[src/sv/mmlc_pkg.sv]
// Shared types, constants and helper functions of the memory map line classifier.
package mmlc_pkg;

   // Field widths
   localparam int unsigned BYTE_W   = 8;
   localparam int unsigned CLASS_W  = 3;
   localparam int unsigned KB_W     = 54;
   localparam int unsigned CNT_W    = 63;
   localparam int unsigned CNT_N    = 8;
   localparam int unsigned RANGE_W  = 64;
   localparam int unsigned KIB_SHIFT = 10;   // KiB = bytes / 1024
   localparam int unsigned OUT_BITS = KB_W + CNT_N * CNT_W;
   localparam int unsigned OUT_TDATA_W = ((OUT_BITS + 7) / 8) * 8;
   localparam int unsigned OUT_PAD_W = OUT_TDATA_W - OUT_BITS;

   // Default kept line length
   localparam int unsigned LINE_KEEP_DEF = 2047;

   // Characters of interest
   localparam logic [BYTE_W-1:0] CHAR_NUL    = 8'h00;
   localparam logic [BYTE_W-1:0] CHAR_NL     = 8'h0A;
   localparam logic [BYTE_W-1:0] CHAR_SPACE  = 8'h20;
   localparam logic [BYTE_W-1:0] CHAR_DASH   = 8'h2D;
   localparam logic [BYTE_W-1:0] CHAR_LBRACK = 8'h5B;

   // Tag patterns, first character in the lowest byte
   localparam int unsigned SEC_LEN = 21;
   localparam logic [SEC_LEN*8-1:0] PAT_SEC = {
      8'h79, 8'h72, 8'h61, 8'h64, 8'h6E, 8'h6F, 8'h63, 8'h65, 8'h73, 8'h3A, 8'h6F,
      8'h64, 8'h75, 8'h63, 8'h73, 8'h3A, 8'h6E, 8'h6F, 8'h6E, 8'h61, 8'h5B};
   localparam int unsigned PRI_LEN = 19;
   localparam logic [PRI_LEN*8-1:0] PAT_PRI = {
      8'h79, 8'h72, 8'h61, 8'h6D, 8'h69, 8'h72, 8'h70, 8'h3A, 8'h6F, 8'h64,
      8'h75, 8'h63, 8'h73, 8'h3A, 8'h6E, 8'h6F, 8'h6E, 8'h61, 8'h5B};
   localparam int unsigned STK_LEN = 19;
   localparam logic [STK_LEN*8-1:0] PAT_STK = {
      8'h73, 8'h6C, 8'h74, 8'h5F, 8'h64, 8'h6E, 8'h61, 8'h5F, 8'h6B, 8'h63,
      8'h61, 8'h74, 8'h73, 8'h3A, 8'h6E, 8'h6F, 8'h6E, 8'h61, 8'h5B};
   localparam int unsigned RT_LEN = 13;
   localparam logic [RT_LEN*8-1:0] PAT_RT = {
      8'h2D, 8'h6B, 8'h69, 8'h76, 8'h6C, 8'h61, 8'h64, 8'h3A, 8'h6E, 8'h6F,
      8'h6E, 8'h61, 8'h5B};
   // Suffix that rejects a primary match
   localparam int unsigned RES_LEN = 8;
   localparam logic [RES_LEN*8-1:0] PAT_RES = {
      8'h65, 8'h76, 8'h72, 8'h65, 8'h73, 8'h65, 8'h72, 8'h5F};

   // Line classes
   localparam logic [CLASS_W-1:0] CLASS_SECONDARY = 3'd0;
   localparam logic [CLASS_W-1:0] CLASS_PRIMARY   = 3'd1;
   localparam logic [CLASS_W-1:0] CLASS_STACK     = 3'd2;
   localparam logic [CLASS_W-1:0] CLASS_RUNTIME   = 3'd3;
   localparam logic [CLASS_W-1:0] CLASS_OTHER     = 3'd4;
   localparam logic [CLASS_W-1:0] CLASS_NONE      = 3'd5;

   // Found flag bits
   localparam int unsigned FLAG_W   = 5;
   localparam int unsigned FLAG_SEC = 0;
   localparam int unsigned FLAG_PRI = 1;
   localparam int unsigned FLAG_REJ = 2;
   localparam int unsigned FLAG_STK = 3;
   localparam int unsigned FLAG_RT  = 4;

   // Hex range parse phases
   localparam int unsigned PH_W = 2;
   localparam logic [PH_W-1:0] PH_START = 2'd0;
   localparam logic [PH_W-1:0] PH_END   = 2'd1;
   localparam logic [PH_W-1:0] PH_DONE  = 2'd2;

   // Counter slots
   localparam int unsigned CNT_LINES   = 0;
   localparam int unsigned CNT_SEC     = 1;
   localparam int unsigned CNT_PRI     = 2;
   localparam int unsigned CNT_STK     = 3;
   localparam int unsigned CNT_RT      = 4;
   localparam int unsigned CNT_OTHER   = 5;
   localparam int unsigned CNT_KB      = 6;
   localparam int unsigned CNT_KB_SEC  = 7;

   typedef logic [CNT_W-1:0] cnt_type;

   // Hex digit decode: {valid, value}
   function automatic logic [4:0] hex_val(input logic [BYTE_W-1:0] c);
      logic [4:0] r;
      r = '0;
      if (c >= 8'h30 && c <= 8'h39) begin
         r = {1'b1, c[3:0]};
      end else if ((c >= 8'h61 && c <= 8'h66) || (c >= 8'h41 && c <= 8'h46)) begin
         r = {1'b1, 4'(c[3:0] + 4'd9)};
      end
      return r;
   endfunction

   // Saturating add, sticks at the largest 63-bit value
   function automatic cnt_type sat_add(input cnt_type a, input logic [KB_W-1:0] b);
      logic [CNT_W:0] s;
      s = {1'b0, a} + (CNT_W + 1)'(b);
      return s[CNT_W] ? '1 : s[CNT_W-1:0];
   endfunction

endpackage

[src/sv/memory_map_line_classifier.sv]
// Top level of the memory map line classifier.
//
// Input stream (req_): one text byte per transfer in req_tdata, req_tlast marks
// the last byte of a stream. Output stream (rsp_): one transfer per completed
// non-empty line and one for the last byte of a stream, carrying the line class
// in rsp_tuser, its KiB size and all running counts and sums in rsp_tdata, and
// rsp_tlast on the result of the stream's last byte (counts are then cleared).
// Bytes that end no line and are not last produce no transfer.
// Throughput: one byte per cycle while the receiver keeps up. A result moves in turn
// through the snapshot, size/class and tally registers after the edge that takes
// its byte.
// Line state updates in the accept cycle; the size subtract sits in the second
// stage and the saturating counter adds in the third.
// Reset clears the line state, counters and all stage valid bits.
// When the receiver stalls, the three stages fill; req_tready then drops until
// rsp_tready frees the output register, and no result is lost.
module memory_map_line_classifier #(
   parameter int unsigned LINE_KEEP = mmlc_pkg::LINE_KEEP_DEF
) (
   input  logic                             clock,
   input  logic                             reset,
   input  logic                             req_tvalid,
   output logic                             req_tready,
   input  logic [7:0]                       req_tdata,   // [7:0] text_byte
   input  logic                             req_tlast,   // stream_end
   output logic                             rsp_tvalid,
   input  logic                             rsp_tready,
   // [53:0] line_kb, [116:54] lines_total, [179:117] lines_secondary,
   // [242:180] lines_primary, [305:243] lines_stack, [368:306] lines_runtime,
   // [431:369] lines_other, [494:432] kb_total, [557:495] kb_secondary, rest 0
   output logic [mmlc_pkg::OUT_TDATA_W-1:0] rsp_tdata,
   output logic [2:0]                       rsp_tuser,   // [2:0] line_class
   output logic                             rsp_tlast    // stream_done
);

   localparam int unsigned KW = $clog2(LINE_KEEP + 1);
   localparam logic [KW-1:0] KEEP = KW'(LINE_KEEP);
   localparam logic [KW-1:0] KONE = KW'(1);
   localparam int unsigned RW = mmlc_pkg::RANGE_W;
   localparam int unsigned FW = mmlc_pkg::FLAG_W;

   // Reserve check states
   localparam logic [3:0] RCHK_IDLE = 4'd0;
   localparam logic [3:0] RCHK_FIRST = 4'd1;
   localparam logic [3:0] RCHK_LAST = 4'd8;
   localparam logic [3:0] RCHK_DONE = 4'd15;

   // ---------------- line state ----------------
   logic [KW-1:0]              kept_ff, kept_in;
   logic                       stopped_ff, stopped_in;
   logic [3:0]                 rchk_ff, rchk_upd;
   logic [FW-1:0]              flags_ff, flags_upd;
   logic [mmlc_pkg::PH_W-1:0]  phase_ff, phase_upd;
   logic [RW-1:0]              start_ff, start_upd;
   logic [RW-1:0]              end_ff, end_upd;
   logic                       bad_ff, bad_upd;

   logic [7:0] data_b;
   logic       accept, is_nl, room, take, match_step, line_clear, finish, emit;
   logic       sec_hit, pri_hit, stk_hit, rt_hit, rej_set;
   logic [4:0] hex_d;
   logic [7:0] res_char;

   // ---------------- pipeline ----------------
   logic                           a_valid_ff, a_ready, a_ld;
   logic                           a_finish_ff, a_last_ff, a_bad_ff;
   logic [FW-1:0]                  a_flags_ff;
   logic [mmlc_pkg::PH_W-1:0]      a_phase_ff;
   logic [RW-1:0]                  a_start_ff, a_end_ff;

   logic                           b_valid_ff, b_ready, b_ld, b_last_ff;
   logic [mmlc_pkg::CLASS_W-1:0]   b_class_ff, b_class_in;
   logic [mmlc_pkg::KB_W-1:0]      b_kb_ff, b_kb_in;
   logic [RW:0]                    diff;
   logic                           kb_ok;

   logic                           c_ready, c_ld;
   logic                           rsp_valid_ff, rsp_last_ff;
   logic [mmlc_pkg::CLASS_W-1:0]   rsp_class_ff;
   logic [mmlc_pkg::KB_W-1:0]      rsp_kb_ff;
   mmlc_pkg::cnt_type              cnt_ff [mmlc_pkg::CNT_N];
   mmlc_pkg::cnt_type              cnt_new [mmlc_pkg::CNT_N];
   mmlc_pkg::cnt_type              rsp_cnt_ff [mmlc_pkg::CNT_N];
   logic [mmlc_pkg::KB_W-1:0]      one_inc, line_inc, sec_inc, pri_inc, stk_inc;
   logic [mmlc_pkg::KB_W-1:0]      rt_inc, oth_inc, kbsec_inc;

   // ---------------- input decode ----------------
   assign data_b     = req_tdata;
   assign accept     = req_tvalid && req_tready;
   assign is_nl      = (data_b == mmlc_pkg::CHAR_NL);
   assign room       = (kept_ff < KEEP);
   assign take       = accept && !is_nl && room && !stopped_ff;
   assign match_step = take && (data_b != mmlc_pkg::CHAR_NUL);
   assign line_clear = accept && (is_nl || req_tlast);
   // A non-newline byte always leaves a kept byte behind
   assign finish     = accept && (is_nl ? (kept_ff != '0) : req_tlast);
   assign emit       = finish || (accept && req_tlast);

   // Tag matchers
   mmlc_match #(.LEN(mmlc_pkg::SEC_LEN), .PAT(mmlc_pkg::PAT_SEC)) u_match_sec (
      .clock(clock), .reset(reset), .step(match_step), .clear(line_clear),
      .data(data_b), .hit(sec_hit));
   mmlc_match #(.LEN(mmlc_pkg::PRI_LEN), .PAT(mmlc_pkg::PAT_PRI)) u_match_pri (
      .clock(clock), .reset(reset), .step(match_step), .clear(line_clear),
      .data(data_b), .hit(pri_hit));
   mmlc_match #(.LEN(mmlc_pkg::STK_LEN), .PAT(mmlc_pkg::PAT_STK)) u_match_stk (
      .clock(clock), .reset(reset), .step(match_step), .clear(line_clear),
      .data(data_b), .hit(stk_hit));
   mmlc_match #(.LEN(mmlc_pkg::RT_LEN), .PAT(mmlc_pkg::PAT_RT)) u_match_rt (
      .clock(clock), .reset(reset), .step(match_step), .clear(line_clear),
      .data(data_b), .hit(rt_hit));

   // Reserve suffix check after the first primary match
   assign res_char = mmlc_pkg::PAT_RES[{3'(rchk_ff - RCHK_FIRST), 3'b000} +: 8];

   always_comb begin
      rchk_upd = rchk_ff;
      rej_set  = 1'b0;
      if (match_step) begin
         if (rchk_ff >= RCHK_FIRST && rchk_ff <= RCHK_LAST) begin
            if (data_b == res_char) begin
               if (rchk_ff == RCHK_LAST) begin
                  rej_set  = 1'b1;
                  rchk_upd = RCHK_DONE;
               end else begin
                  rchk_upd = rchk_ff + 4'd1;
               end
            end else begin
               rchk_upd = RCHK_DONE;
            end
         end
         if (pri_hit && !flags_ff[mmlc_pkg::FLAG_PRI]) begin
            rchk_upd = RCHK_FIRST;
         end
      end
   end

   always_comb begin
      flags_upd = flags_ff;
      flags_upd[mmlc_pkg::FLAG_SEC] = flags_ff[mmlc_pkg::FLAG_SEC] | sec_hit;
      flags_upd[mmlc_pkg::FLAG_PRI] = flags_ff[mmlc_pkg::FLAG_PRI] | pri_hit;
      flags_upd[mmlc_pkg::FLAG_REJ] = flags_ff[mmlc_pkg::FLAG_REJ] | rej_set;
      flags_upd[mmlc_pkg::FLAG_STK] = flags_ff[mmlc_pkg::FLAG_STK] | stk_hit;
      flags_upd[mmlc_pkg::FLAG_RT]  = flags_ff[mmlc_pkg::FLAG_RT] | rt_hit;
   end

   // Leading hex range "start-end"
   assign hex_d = mmlc_pkg::hex_val(data_b);

   always_comb begin
      phase_upd = phase_ff;
      start_upd = start_ff;
      end_upd   = end_ff;
      bad_upd   = bad_ff;
      if (match_step) begin
         case (phase_ff)
            mmlc_pkg::PH_START: begin
               if (data_b == mmlc_pkg::CHAR_DASH) begin
                  phase_upd = mmlc_pkg::PH_END;
               end else if (hex_d[4]) begin
                  start_upd = {start_ff[RW-5:0], hex_d[3:0]};
               end else begin
                  bad_upd   = 1'b1;
                  phase_upd = mmlc_pkg::PH_DONE;
               end
            end
            mmlc_pkg::PH_END: begin
               if (data_b == mmlc_pkg::CHAR_SPACE) begin
                  phase_upd = mmlc_pkg::PH_DONE;
               end else if (hex_d[4]) begin
                  end_upd = {end_ff[RW-5:0], hex_d[3:0]};
               end else begin
                  bad_upd   = 1'b1;
                  phase_upd = mmlc_pkg::PH_DONE;
               end
            end
            default: begin
            end
         endcase
      end
   end

   assign stopped_in = stopped_ff | (take && (data_b == mmlc_pkg::CHAR_NUL));
   assign kept_in    = (accept && !is_nl && room) ? kept_ff + KONE : kept_ff;

   // Line state registers
   always_ff @(posedge clock) begin
      if (reset || line_clear) begin
         kept_ff    <= '0;
         stopped_ff <= 1'b0;
         rchk_ff    <= RCHK_IDLE;
         flags_ff   <= '0;
         phase_ff   <= mmlc_pkg::PH_START;
         start_ff   <= '0;
         end_ff     <= '0;
         bad_ff     <= 1'b0;
      end else if (accept) begin
         kept_ff    <= kept_in;
         stopped_ff <= stopped_in;
         rchk_ff    <= rchk_upd;
         flags_ff   <= flags_upd;
         phase_ff   <= phase_upd;
         start_ff   <= start_upd;
         end_ff     <= end_upd;
         bad_ff     <= bad_upd;
      end
   end

   // ---------------- stage A: line snapshot ----------------
   assign a_ready    = !a_valid_ff || b_ready;
   assign req_tready = a_ready;
   assign a_ld       = emit;

   always_ff @(posedge clock) begin
      if (reset) begin
         a_valid_ff <= 1'b0;
      end else begin
         a_valid_ff <= a_ld || (a_valid_ff && !b_ready);
      end
   end

   always_ff @(posedge clock) begin
      if (a_ld) begin
         a_finish_ff <= finish;
         a_last_ff   <= req_tlast;
         a_flags_ff  <= flags_upd;
         a_phase_ff  <= phase_upd;
         a_start_ff  <= start_upd;
         a_end_ff    <= end_upd;
         a_bad_ff    <= bad_upd;
      end
   end

   // ---------------- stage B: size and class ----------------
   assign b_ready = !b_valid_ff || c_ready;
   assign b_ld    = a_valid_ff && b_ready;

   assign diff  = {1'b0, a_end_ff} - {1'b0, a_start_ff};
   assign kb_ok = a_finish_ff && !a_bad_ff && (a_phase_ff != mmlc_pkg::PH_START)
                  && !diff[RW] && (diff[RW-1:0] != '0);
   assign b_kb_in = kb_ok ? diff[RW-1:mmlc_pkg::KIB_SHIFT] : '0;

   // Priority: secondary, primary unless rejected, stack, runtime, other
   always_comb begin
      if (!a_finish_ff) begin
         b_class_in = mmlc_pkg::CLASS_NONE;
      end else if (a_flags_ff[mmlc_pkg::FLAG_SEC]) begin
         b_class_in = mmlc_pkg::CLASS_SECONDARY;
      end else if (a_flags_ff[mmlc_pkg::FLAG_PRI] && !a_flags_ff[mmlc_pkg::FLAG_REJ]) begin
         b_class_in = mmlc_pkg::CLASS_PRIMARY;
      end else if (a_flags_ff[mmlc_pkg::FLAG_STK]) begin
         b_class_in = mmlc_pkg::CLASS_STACK;
      end else if (a_flags_ff[mmlc_pkg::FLAG_RT]) begin
         b_class_in = mmlc_pkg::CLASS_RUNTIME;
      end else begin
         b_class_in = mmlc_pkg::CLASS_OTHER;
      end
   end

   always_ff @(posedge clock) begin
      if (reset) begin
         b_valid_ff <= 1'b0;
      end else begin
         b_valid_ff <= b_ld || (b_valid_ff && !c_ready);
      end
   end

   always_ff @(posedge clock) begin
      if (b_ld) begin
         b_class_ff <= b_class_in;
         b_kb_ff    <= b_kb_in;
         b_last_ff  <= a_last_ff;
      end
   end

   // ---------------- stage C: tally and output register ----------------
   assign c_ready = !rsp_valid_ff || rsp_tready;
   assign c_ld    = b_valid_ff && c_ready;

   assign one_inc   = mmlc_pkg::KB_W'(1);
   assign line_inc  = (b_class_ff != mmlc_pkg::CLASS_NONE) ? one_inc : '0;
   assign sec_inc   = (b_class_ff == mmlc_pkg::CLASS_SECONDARY) ? one_inc : '0;
   assign pri_inc   = (b_class_ff == mmlc_pkg::CLASS_PRIMARY) ? one_inc : '0;
   assign stk_inc   = (b_class_ff == mmlc_pkg::CLASS_STACK) ? one_inc : '0;
   assign rt_inc    = (b_class_ff == mmlc_pkg::CLASS_RUNTIME) ? one_inc : '0;
   assign oth_inc   = (b_class_ff == mmlc_pkg::CLASS_OTHER) ? one_inc : '0;
   assign kbsec_inc = (b_class_ff == mmlc_pkg::CLASS_SECONDARY) ? b_kb_ff : '0;

   always_comb begin
      cnt_new[mmlc_pkg::CNT_LINES]  = mmlc_pkg::sat_add(cnt_ff[mmlc_pkg::CNT_LINES], line_inc);
      cnt_new[mmlc_pkg::CNT_SEC]    = mmlc_pkg::sat_add(cnt_ff[mmlc_pkg::CNT_SEC], sec_inc);
      cnt_new[mmlc_pkg::CNT_PRI]    = mmlc_pkg::sat_add(cnt_ff[mmlc_pkg::CNT_PRI], pri_inc);
      cnt_new[mmlc_pkg::CNT_STK]    = mmlc_pkg::sat_add(cnt_ff[mmlc_pkg::CNT_STK], stk_inc);
      cnt_new[mmlc_pkg::CNT_RT]     = mmlc_pkg::sat_add(cnt_ff[mmlc_pkg::CNT_RT], rt_inc);
      cnt_new[mmlc_pkg::CNT_OTHER]  = mmlc_pkg::sat_add(cnt_ff[mmlc_pkg::CNT_OTHER], oth_inc);
      cnt_new[mmlc_pkg::CNT_KB]     = mmlc_pkg::sat_add(cnt_ff[mmlc_pkg::CNT_KB], b_kb_ff);
      cnt_new[mmlc_pkg::CNT_KB_SEC] = mmlc_pkg::sat_add(cnt_ff[mmlc_pkg::CNT_KB_SEC],
                                                        kbsec_inc);
   end

   // Running counters; the stream's last result clears them after reporting
   always_ff @(posedge clock) begin
      if (reset) begin
         for (int i = 0; i < mmlc_pkg::CNT_N; i++) begin
            cnt_ff[i] <= '0;
         end
      end else if (c_ld) begin
         for (int i = 0; i < mmlc_pkg::CNT_N; i++) begin
            cnt_ff[i] <= b_last_ff ? '0 : cnt_new[i];
         end
      end
   end

   always_ff @(posedge clock) begin
      if (reset) begin
         rsp_valid_ff <= 1'b0;
      end else begin
         rsp_valid_ff <= c_ld || (rsp_valid_ff && !rsp_tready);
      end
   end

   always_ff @(posedge clock) begin
      if (c_ld) begin
         rsp_class_ff <= b_class_ff;
         rsp_kb_ff    <= b_kb_ff;
         rsp_last_ff  <= b_last_ff;
         for (int i = 0; i < mmlc_pkg::CNT_N; i++) begin
            rsp_cnt_ff[i] <= cnt_new[i];
         end
      end
   end

   assign rsp_tvalid = rsp_valid_ff;
   assign rsp_tuser  = rsp_class_ff;
   assign rsp_tlast  = rsp_last_ff;
   assign rsp_tdata  = {{mmlc_pkg::OUT_PAD_W{1'b0}},
                        rsp_cnt_ff[mmlc_pkg::CNT_KB_SEC], rsp_cnt_ff[mmlc_pkg::CNT_KB],
                        rsp_cnt_ff[mmlc_pkg::CNT_OTHER], rsp_cnt_ff[mmlc_pkg::CNT_RT],
                        rsp_cnt_ff[mmlc_pkg::CNT_STK], rsp_cnt_ff[mmlc_pkg::CNT_PRI],
                        rsp_cnt_ff[mmlc_pkg::CNT_SEC], rsp_cnt_ff[mmlc_pkg::CNT_LINES],
                        rsp_kb_ff};

endmodule

[src/sv/mmlc_match.sv]
// Streaming substring matcher for one fixed tag pattern.
module mmlc_match #(
   parameter int unsigned LEN = 8,
   parameter logic [LEN*8-1:0] PAT = '0
) (
   input  logic       clock,
   input  logic       reset,
   input  logic       step,    // byte takes part in matching
   input  logic       clear,   // line ends
   input  logic [7:0] data,
   output logic       hit      // this byte completes the pattern
);

   localparam int unsigned PW = $clog2(LEN);
   localparam logic [PW-1:0] ONE = PW'(1);
   localparam logic [PW-1:0] LAST_POS = PW'(LEN - 1);

   logic [PW-1:0] pos_ff, pos_in;
   logic [7:0]    cur_char;
   logic          is_cur;
   logic          at_last;

   assign cur_char = PAT[{pos_ff, 3'b000} +: 8];
   assign is_cur   = (data == cur_char);
   assign at_last  = (pos_ff == LAST_POS);
   assign hit      = step && is_cur && at_last;

   // A mismatch restarts, an opening bracket starts a fresh attempt
   always_comb begin
      pos_in = pos_ff;
      if (clear) begin
         pos_in = '0;
      end else if (step) begin
         if (is_cur) begin
            pos_in = at_last ? '0 : pos_ff + ONE;
         end else if (data == mmlc_pkg::CHAR_LBRACK) begin
            pos_in = ONE;
         end else begin
            pos_in = '0;
         end
      end
   end

   always_ff @(posedge clock) begin
      if (reset) begin
         pos_ff <= '0;
      end else begin
         pos_ff <= pos_in;
      end
   end

endmodule

[config.mk]
export PLATFORM = sky130hd
export DESIGN_NAME = memory_map_line_classifier
export DESIGN_NICKNAME = d
export VERILOG_FILES = /design/src/sv/mmlc_pkg.sv /design/src/sv/memory_map_line_classifier.sv /design/src/sv/mmlc_match.sv
export SDC_FILE = /design/constraint.sdc
export NUM_CORES = 2
export LEC_CHECK = 0
export BUFFER_PORTS_ARGS = -buffer_cell sky130_fd_sc_hd__buf_2
export CORE_UTILIZATION = 61
export DETAILED_ROUTE_END_ITERATION = 16
export GPL_TIMING_DRIVEN = 0
export PLACE_DENSITY = 0.88
export SETUP_SLACK_MARGIN = 0.2
export SLEW_MARGIN = 10
export SYNTH_ARGS = -nofsm -noshare
export SYNTH_HDL_FRONTEND = slang
export SYNTH_SLANG_ARGS = --single-unit
[constraint.sdc]
create_clock -name clock -period 45 [get_ports clock]
set_input_delay 2.25 -clock clock [delete_from_list [all_inputs] [get_ports clock]]
set_output_delay 2.25 -clock clock [all_outputs]
set_load 0.02 [all_outputs]
-- Word-level counts from Yosys, hierarchy flattened
Memories as Yosys holds them, arrays and structs flattened.
Index checks and enable logic that the tools add are counted.
- add/subtract/negate cells: 17
- $lt $le $gt $ge: 9
- equal/unequal tests: 20
- shift-type cells: 5
- muxes and demuxes: 80
- bitwise logic cells: 15
- reduce and logical (&&, ||, !) cells: 66
- operator list (cell ; number):
    $mux 63 ; 24
    $mux 64 ; 8
    $add 63x1->64 ; 6
    $shiftx 152x9->8 const A ; 2
    $shiftx 168x9->8 const A ; 1
    $add 63x54->64 ; 2
    $shiftx 104x8->8 const A ; 1
    $sub 64x64->65 ; 1
    $reduce_bool 64->1 ; 1
    $shiftx 64x7->8 const A ; 1
    $mux 54 ; 1
    $eq 8x8->1 ; 5
    $mux 5 ; 8
    $logic_and 1x1->1 ; 32
    $mux 4 ; 6
    $mux 1 ; 23
    $eq 8x6->1 const B ; 2
    $ge 8x7->1 const B ; 2
    $le 8x7->1 const B ; 2
    $add 5x1->5 const B ; 3
    $eq 5x5->1 const B ; 3
    $or 1x1->1 ; 14
    $logic_not 1->1 ; 12
    $mux 3 ; 4
    32 further kinds ; 48
- bits in registers: 428
- RAM bits: 1008
- output and inout port bits: 566
- logic and storage cells: 243
- memories: 2
- memories (memory ; depth ; bits a word ; rd ports ; clocked after Yosys merged registers in ; wr ports ; RTL line ; source):
    cnt_ff ; 8 ; 63 ; 8 ; 0 ; 8 ; memory_map_line_classifier.sv:81 ; mmlc_pkg::cnt_type cnt_ff [mmlc_pkg::CNT_N];
    rsp_cnt_ff ; 8 ; 63 ; 8 ; 0 ; 8 ; memory_map_line_classifier.sv:83 ; mmlc_pkg::cnt_type rsp_cnt_ff [mmlc_pkg::CNT_N];

-- Depth between registers and ports, before layout
- word-level depth: 14
- gate-level depth with buffers: 16

-- Cells and area by module
From an unflattened synthesis, not the netlist that was laid out.
- cell total of the unflattened synthesis: 6654
- area total of the unflattened synthesis: 72323.1 µm²
- by module, submodules not included (module ; instances ; cells each ; area an instance (µm²) ; sequential area each (µm²)):
    memory_map_line_classifier ; 1 ; 6228 ; 69009.9 ; 40999.3
    mmlc_match (u_match_stk) ; 1 ; 120 ; 955.9 ; 100.1
    mmlc_match (u_match_sec) ; 1 ; 115 ; 865.8 ; 100.1
    mmlc_match (u_match_pri) ; 1 ; 114 ; 842.1 ; 100.1
    mmlc_match (u_match_rt) ; 1 ; 77 ; 649.4 ; 80.1

-- Least setup slack after synthesis
OpenSTA, ideal clock, no wires.
- kind: in2reg
- from: input port rsp_tready
- to: memory cnt_ff[0][125] (netlist bit), data pin
- data arrival time: 19317 ps
- data required time: 44727 ps
- path slack: 25410 ps
- stages on the path: 4
- path through: nor2b_1 > nor2b_1 > clkbuf_1 > and3_1
- RTL lines (item ; RTL line ; source):
    from (decl) ; memory_map_line_classifier.sv:27 ; input logic rsp_tready,
    to (decl) ; memory_map_line_classifier.sv:81 ;

==> flow_summary.yaml <==
run_status:
  status: "finished clean"
clocking:
  numCtsBuffers: 148
  cts_root_buf: "clkbuf_16"
  cts_resized: 0
  cts_tree: "yes"
  clk_pin_slew_worst_paths_ns: 0.06
  clockBufferDepth: 3
  ctsHoldBuffers: 0
  cts_setup_buffers: 0
  htree_levels: 4
  cts_num_sinks: 1436
  clock_latency_ns: 0.77
floorplan:
  core_um2: 115000
  dieArea_um2: 118000
  die_h_um: 344
  fp.dieW_um: 344
  row_count: 124
  io-pin-count: 579
  start_util: 0.619
yosys:
  yosys-top-cells-count: "edfxtp_1, nand2_1, a21oi_1, nor2_1, xor2_1"
  ys_ff_latch: 1436
  netlist.area_leader.share: 0.532
  yosysSeqAreaShare: 0.581
  synth.most_common_cell: "edfxtp_1"
  synth.cell_area_um2: 71200
  synth_edf_count: 1262
  ys_async_sr_fraction: 0
  avgSynthCellArea_um2: 11.1
  synth.distinct_cells: 107
  yosys.area.top_type: "edfxtp_1"
  synth-main-ff-cell: "edfxtp_1"
  ys_top_cells_by_area: "edfxtp_1, nand2_1, dfxtp_1"
  ys_warn_count: 0
  syn-instance-count: 6390
worst_setup_path:
  critPathMaxFanout: 10
  r2r_slack_ns: 39.10
  worstSetupPathType: "register to register"
  r2r-end: "rsp_cnt_ff[1][197]"
  required_ns: 45.47
  reg2reg_depth: 16
  r2r_start: "b_class_ff[1]"
  crit_arrival_ns: 6.36
  critPathLaunchType: "register"
  critPathCaptureType: "register"
timing:
  worst_pin_slew_ns: 1.37
  fin_crit_sh: 0.131
  drv_slew: 0
  slew_headroom: 0.0856
  fin_crit_ns: 5.90
  setup_viol: 0
  timing.fmax_mhz: 170
  hold_viol_final: 0
  rsz0062_at_grt: "false"
  skew_ns: 0.0329
  worst_slack_ns: 39.10
  fin_tns_setup_ns: 0
placed_design:
  preCtsSetupSlack_ns: 38.67
  place_inst: 8500
  dpl.hpwl_mm: 137
  place.gp.congestion: 0.957
  io_buffers: 574
detailed_routing:
  vias: 53500
  wl_met2_mm: 89.9
  drt_iter0_markers: 5169
  met1_length_mm: 73.3
  top_layer: "met5"
  dr_wl_met3_mm: 12.7
  via_per_inst: 6.10
  drtAntennaViolNets: 0
  drc: 0
  routed_wl_mm: 188
  wl_per_cell_um: 21.4
  drtPass1Iterations: 9
job:
  drv_cap: 0
min_path:
  hold_path_end: "b_last_ff"
  hold_depth: 0
  hold_path.class: "register to register"
  hold_start: "a_last_ff"
finish:
  fin_cells: 8775
  num-fill-cells: 7677
  drive_above_1_share: 0.154
  finalNetCount: 7377
  synthToLayoutAreaGrowth_pct: 14.4
grt:
  antenna_found_initial: 7
  grt_overflow: 0
  grt_pass1_wl_mm: 287
  first_global_vias: 52100
  grt_usage: 0.311
  grt_start_max_net_pins: 75
pwr:
  leakagePower_nw: 32.0
  power_density_nw_per_um2: 38.5
  irDropWorstVdd_uv: 39.3
## through the flow
stage / instance area (um^2) / hold slack (ns) / total power, W / utilization
floorplan: 71200 / 0.400 / 0.00183 / -
global placement: 76000 / 0.401 / 0.00194 / 0.661
detailed placement: 76600 / 0.407 / 0.00192 / 0.666
CTS: 81500 / 0.424 / 0.00315 / 0.709
global route: 81500 / 0.434 / 0.00324 / 0.709
finish: 81500 / 0.424 / 0.00314 / 0.709
## how the worst max path moves through the flow
stage               slack (ns)          start            endpoint  cells after the start
floorplan                25.41     rsp_tready      cnt_ff[0][125]                      4
global placement         19.47     rsp_tready      cnt_ff[0][251]                      5
detailed placement       38.67   req_tdata[0]          end_ff[13]                     14
CTS                      39.14  b_class_ff[1]  rsp_cnt_ff[1][199]                     16
global route             38.85  b_class_ff[1]  rsp_cnt_ff[1][197]                     16
finish                   39.10  b_class_ff[1]  rsp_cnt_ff[1][197]                     16
## layout by cell type, fill, tap and decap left out, drive strengths merged, types with 13 or more instances in the layout
cell type  instances
inv              195
dfxtp            174
a211oi            34
buf              696
nor2b             45
nand4            145
a21oi            676
xor2             301
and2             252
edfxtp          1262
nand2b            46
a21o              84
clkbuf           405
a31oi             29
nor4              43
clkinvlp          13
or2               35
nor2             308
and4              46
nor3              97
o21bai            39
nand3            218
o211ai            29
nand2            953
xnor2            213
o31ai             14
mux2              80
o21ai            176
ha               223
a221oi            15
o21a              24
clkinv            46
and3             108
or3               25
## kinds of logic after synthesis
group,count (synthesis),synth area share
adder cells (fa/ha/maj),226,0.0400
buffers and inverters,500,0.0289
flip-flops,1436,0.581
AO/OA/AOI/OAI,1256,0.108
multiplexers,91,0.0144
XOR/XNOR,514,0.0632
other,1,0.0000527
AND/OR/NAND/NOR,2366,0.165
## state kept, by name (all words and copies together) (netlist names), 2 cells and up
| signal | cells |
|---|---|
| b_kb_ff | 54 |
| a_start_ff | 64 |
| rsp_kb_ff | 54 |
| u_match_sec.pos_ff | 5 |
| b_class_ff | 3 |
| u_match_pri.pos_ff | 5 |
| u_match_stk.pos_ff | 5 |
| flags_ff | 5 |
| end_ff | 64 |
| phase_ff | 2 |
| a_end_ff | 64 |
| a_flags_ff | 5 |
| cnt_ff | 504 |
| rsp_tuser | 3 |
| a_phase_ff | 2 |
| kept_ff | 11 |
| u_match_rt.pos_ff | 4 |
| rsp_cnt_ff | 504 |
| rchk_ff | 4 |
| start_ff | 64 |
## final cells by class
type,count,area (um^2),share of cell area
Clock buffer,191,4050,0.0497
Timing Repair Buffer,597,3450,0.0424
Tap cell,1512,1890,0.0232
Clock inverter,79,818,0.0100
Multi-Input combinational cell,4455,27800,0.341
Antenna cell,5,12.5,0.000154
Inverter,187,707,0.00868
Sequential cell,1436,41400,0.508
Buffer,313,1360,0.0167
## power breakdown
| part | leakage [nW] | switching (W) | total [W] | internal, W |
|---|---|---|---|---|
| Clock | 2.35 | 0.000523 | 0.00123 | 0.000710 |
| Combinational | 15.8 | 0.000229 | 0.000347 | 0.000117 |
| Sequential | 13.8 | 0.0000406 | 0.00156 | 0.00152 |
| Total | 32.0 | 0.000793 | 0.00314 | 0.00235 |
## per-layer routing
metal  vias up  track usage
met1     25700        0.393
li1      24700            -
met3       586       0.0444
met5         -            0
met4         2        0.181
met2      2544        0.512
## critical path, cell delays in order (launching register included)
cell       delay, ns
edfxtp_1        0.51
nor3_2          0.65
clkbuf_1        0.62
nand2_1         0.22
inv_1           0.10
ha_1            0.24
a211oi_1        0.32
o21ai_1         0.19
a41oi_2         0.35
o21ai_1         0.31
a2111oi_2       0.48
nor2_1          0.20
a21boi_1        0.38
or3b_1          0.24
buf_2           0.33
buf_2           0.30
nand2_1         0.18
Note: power is estimated with default switching activity, not from simulation.
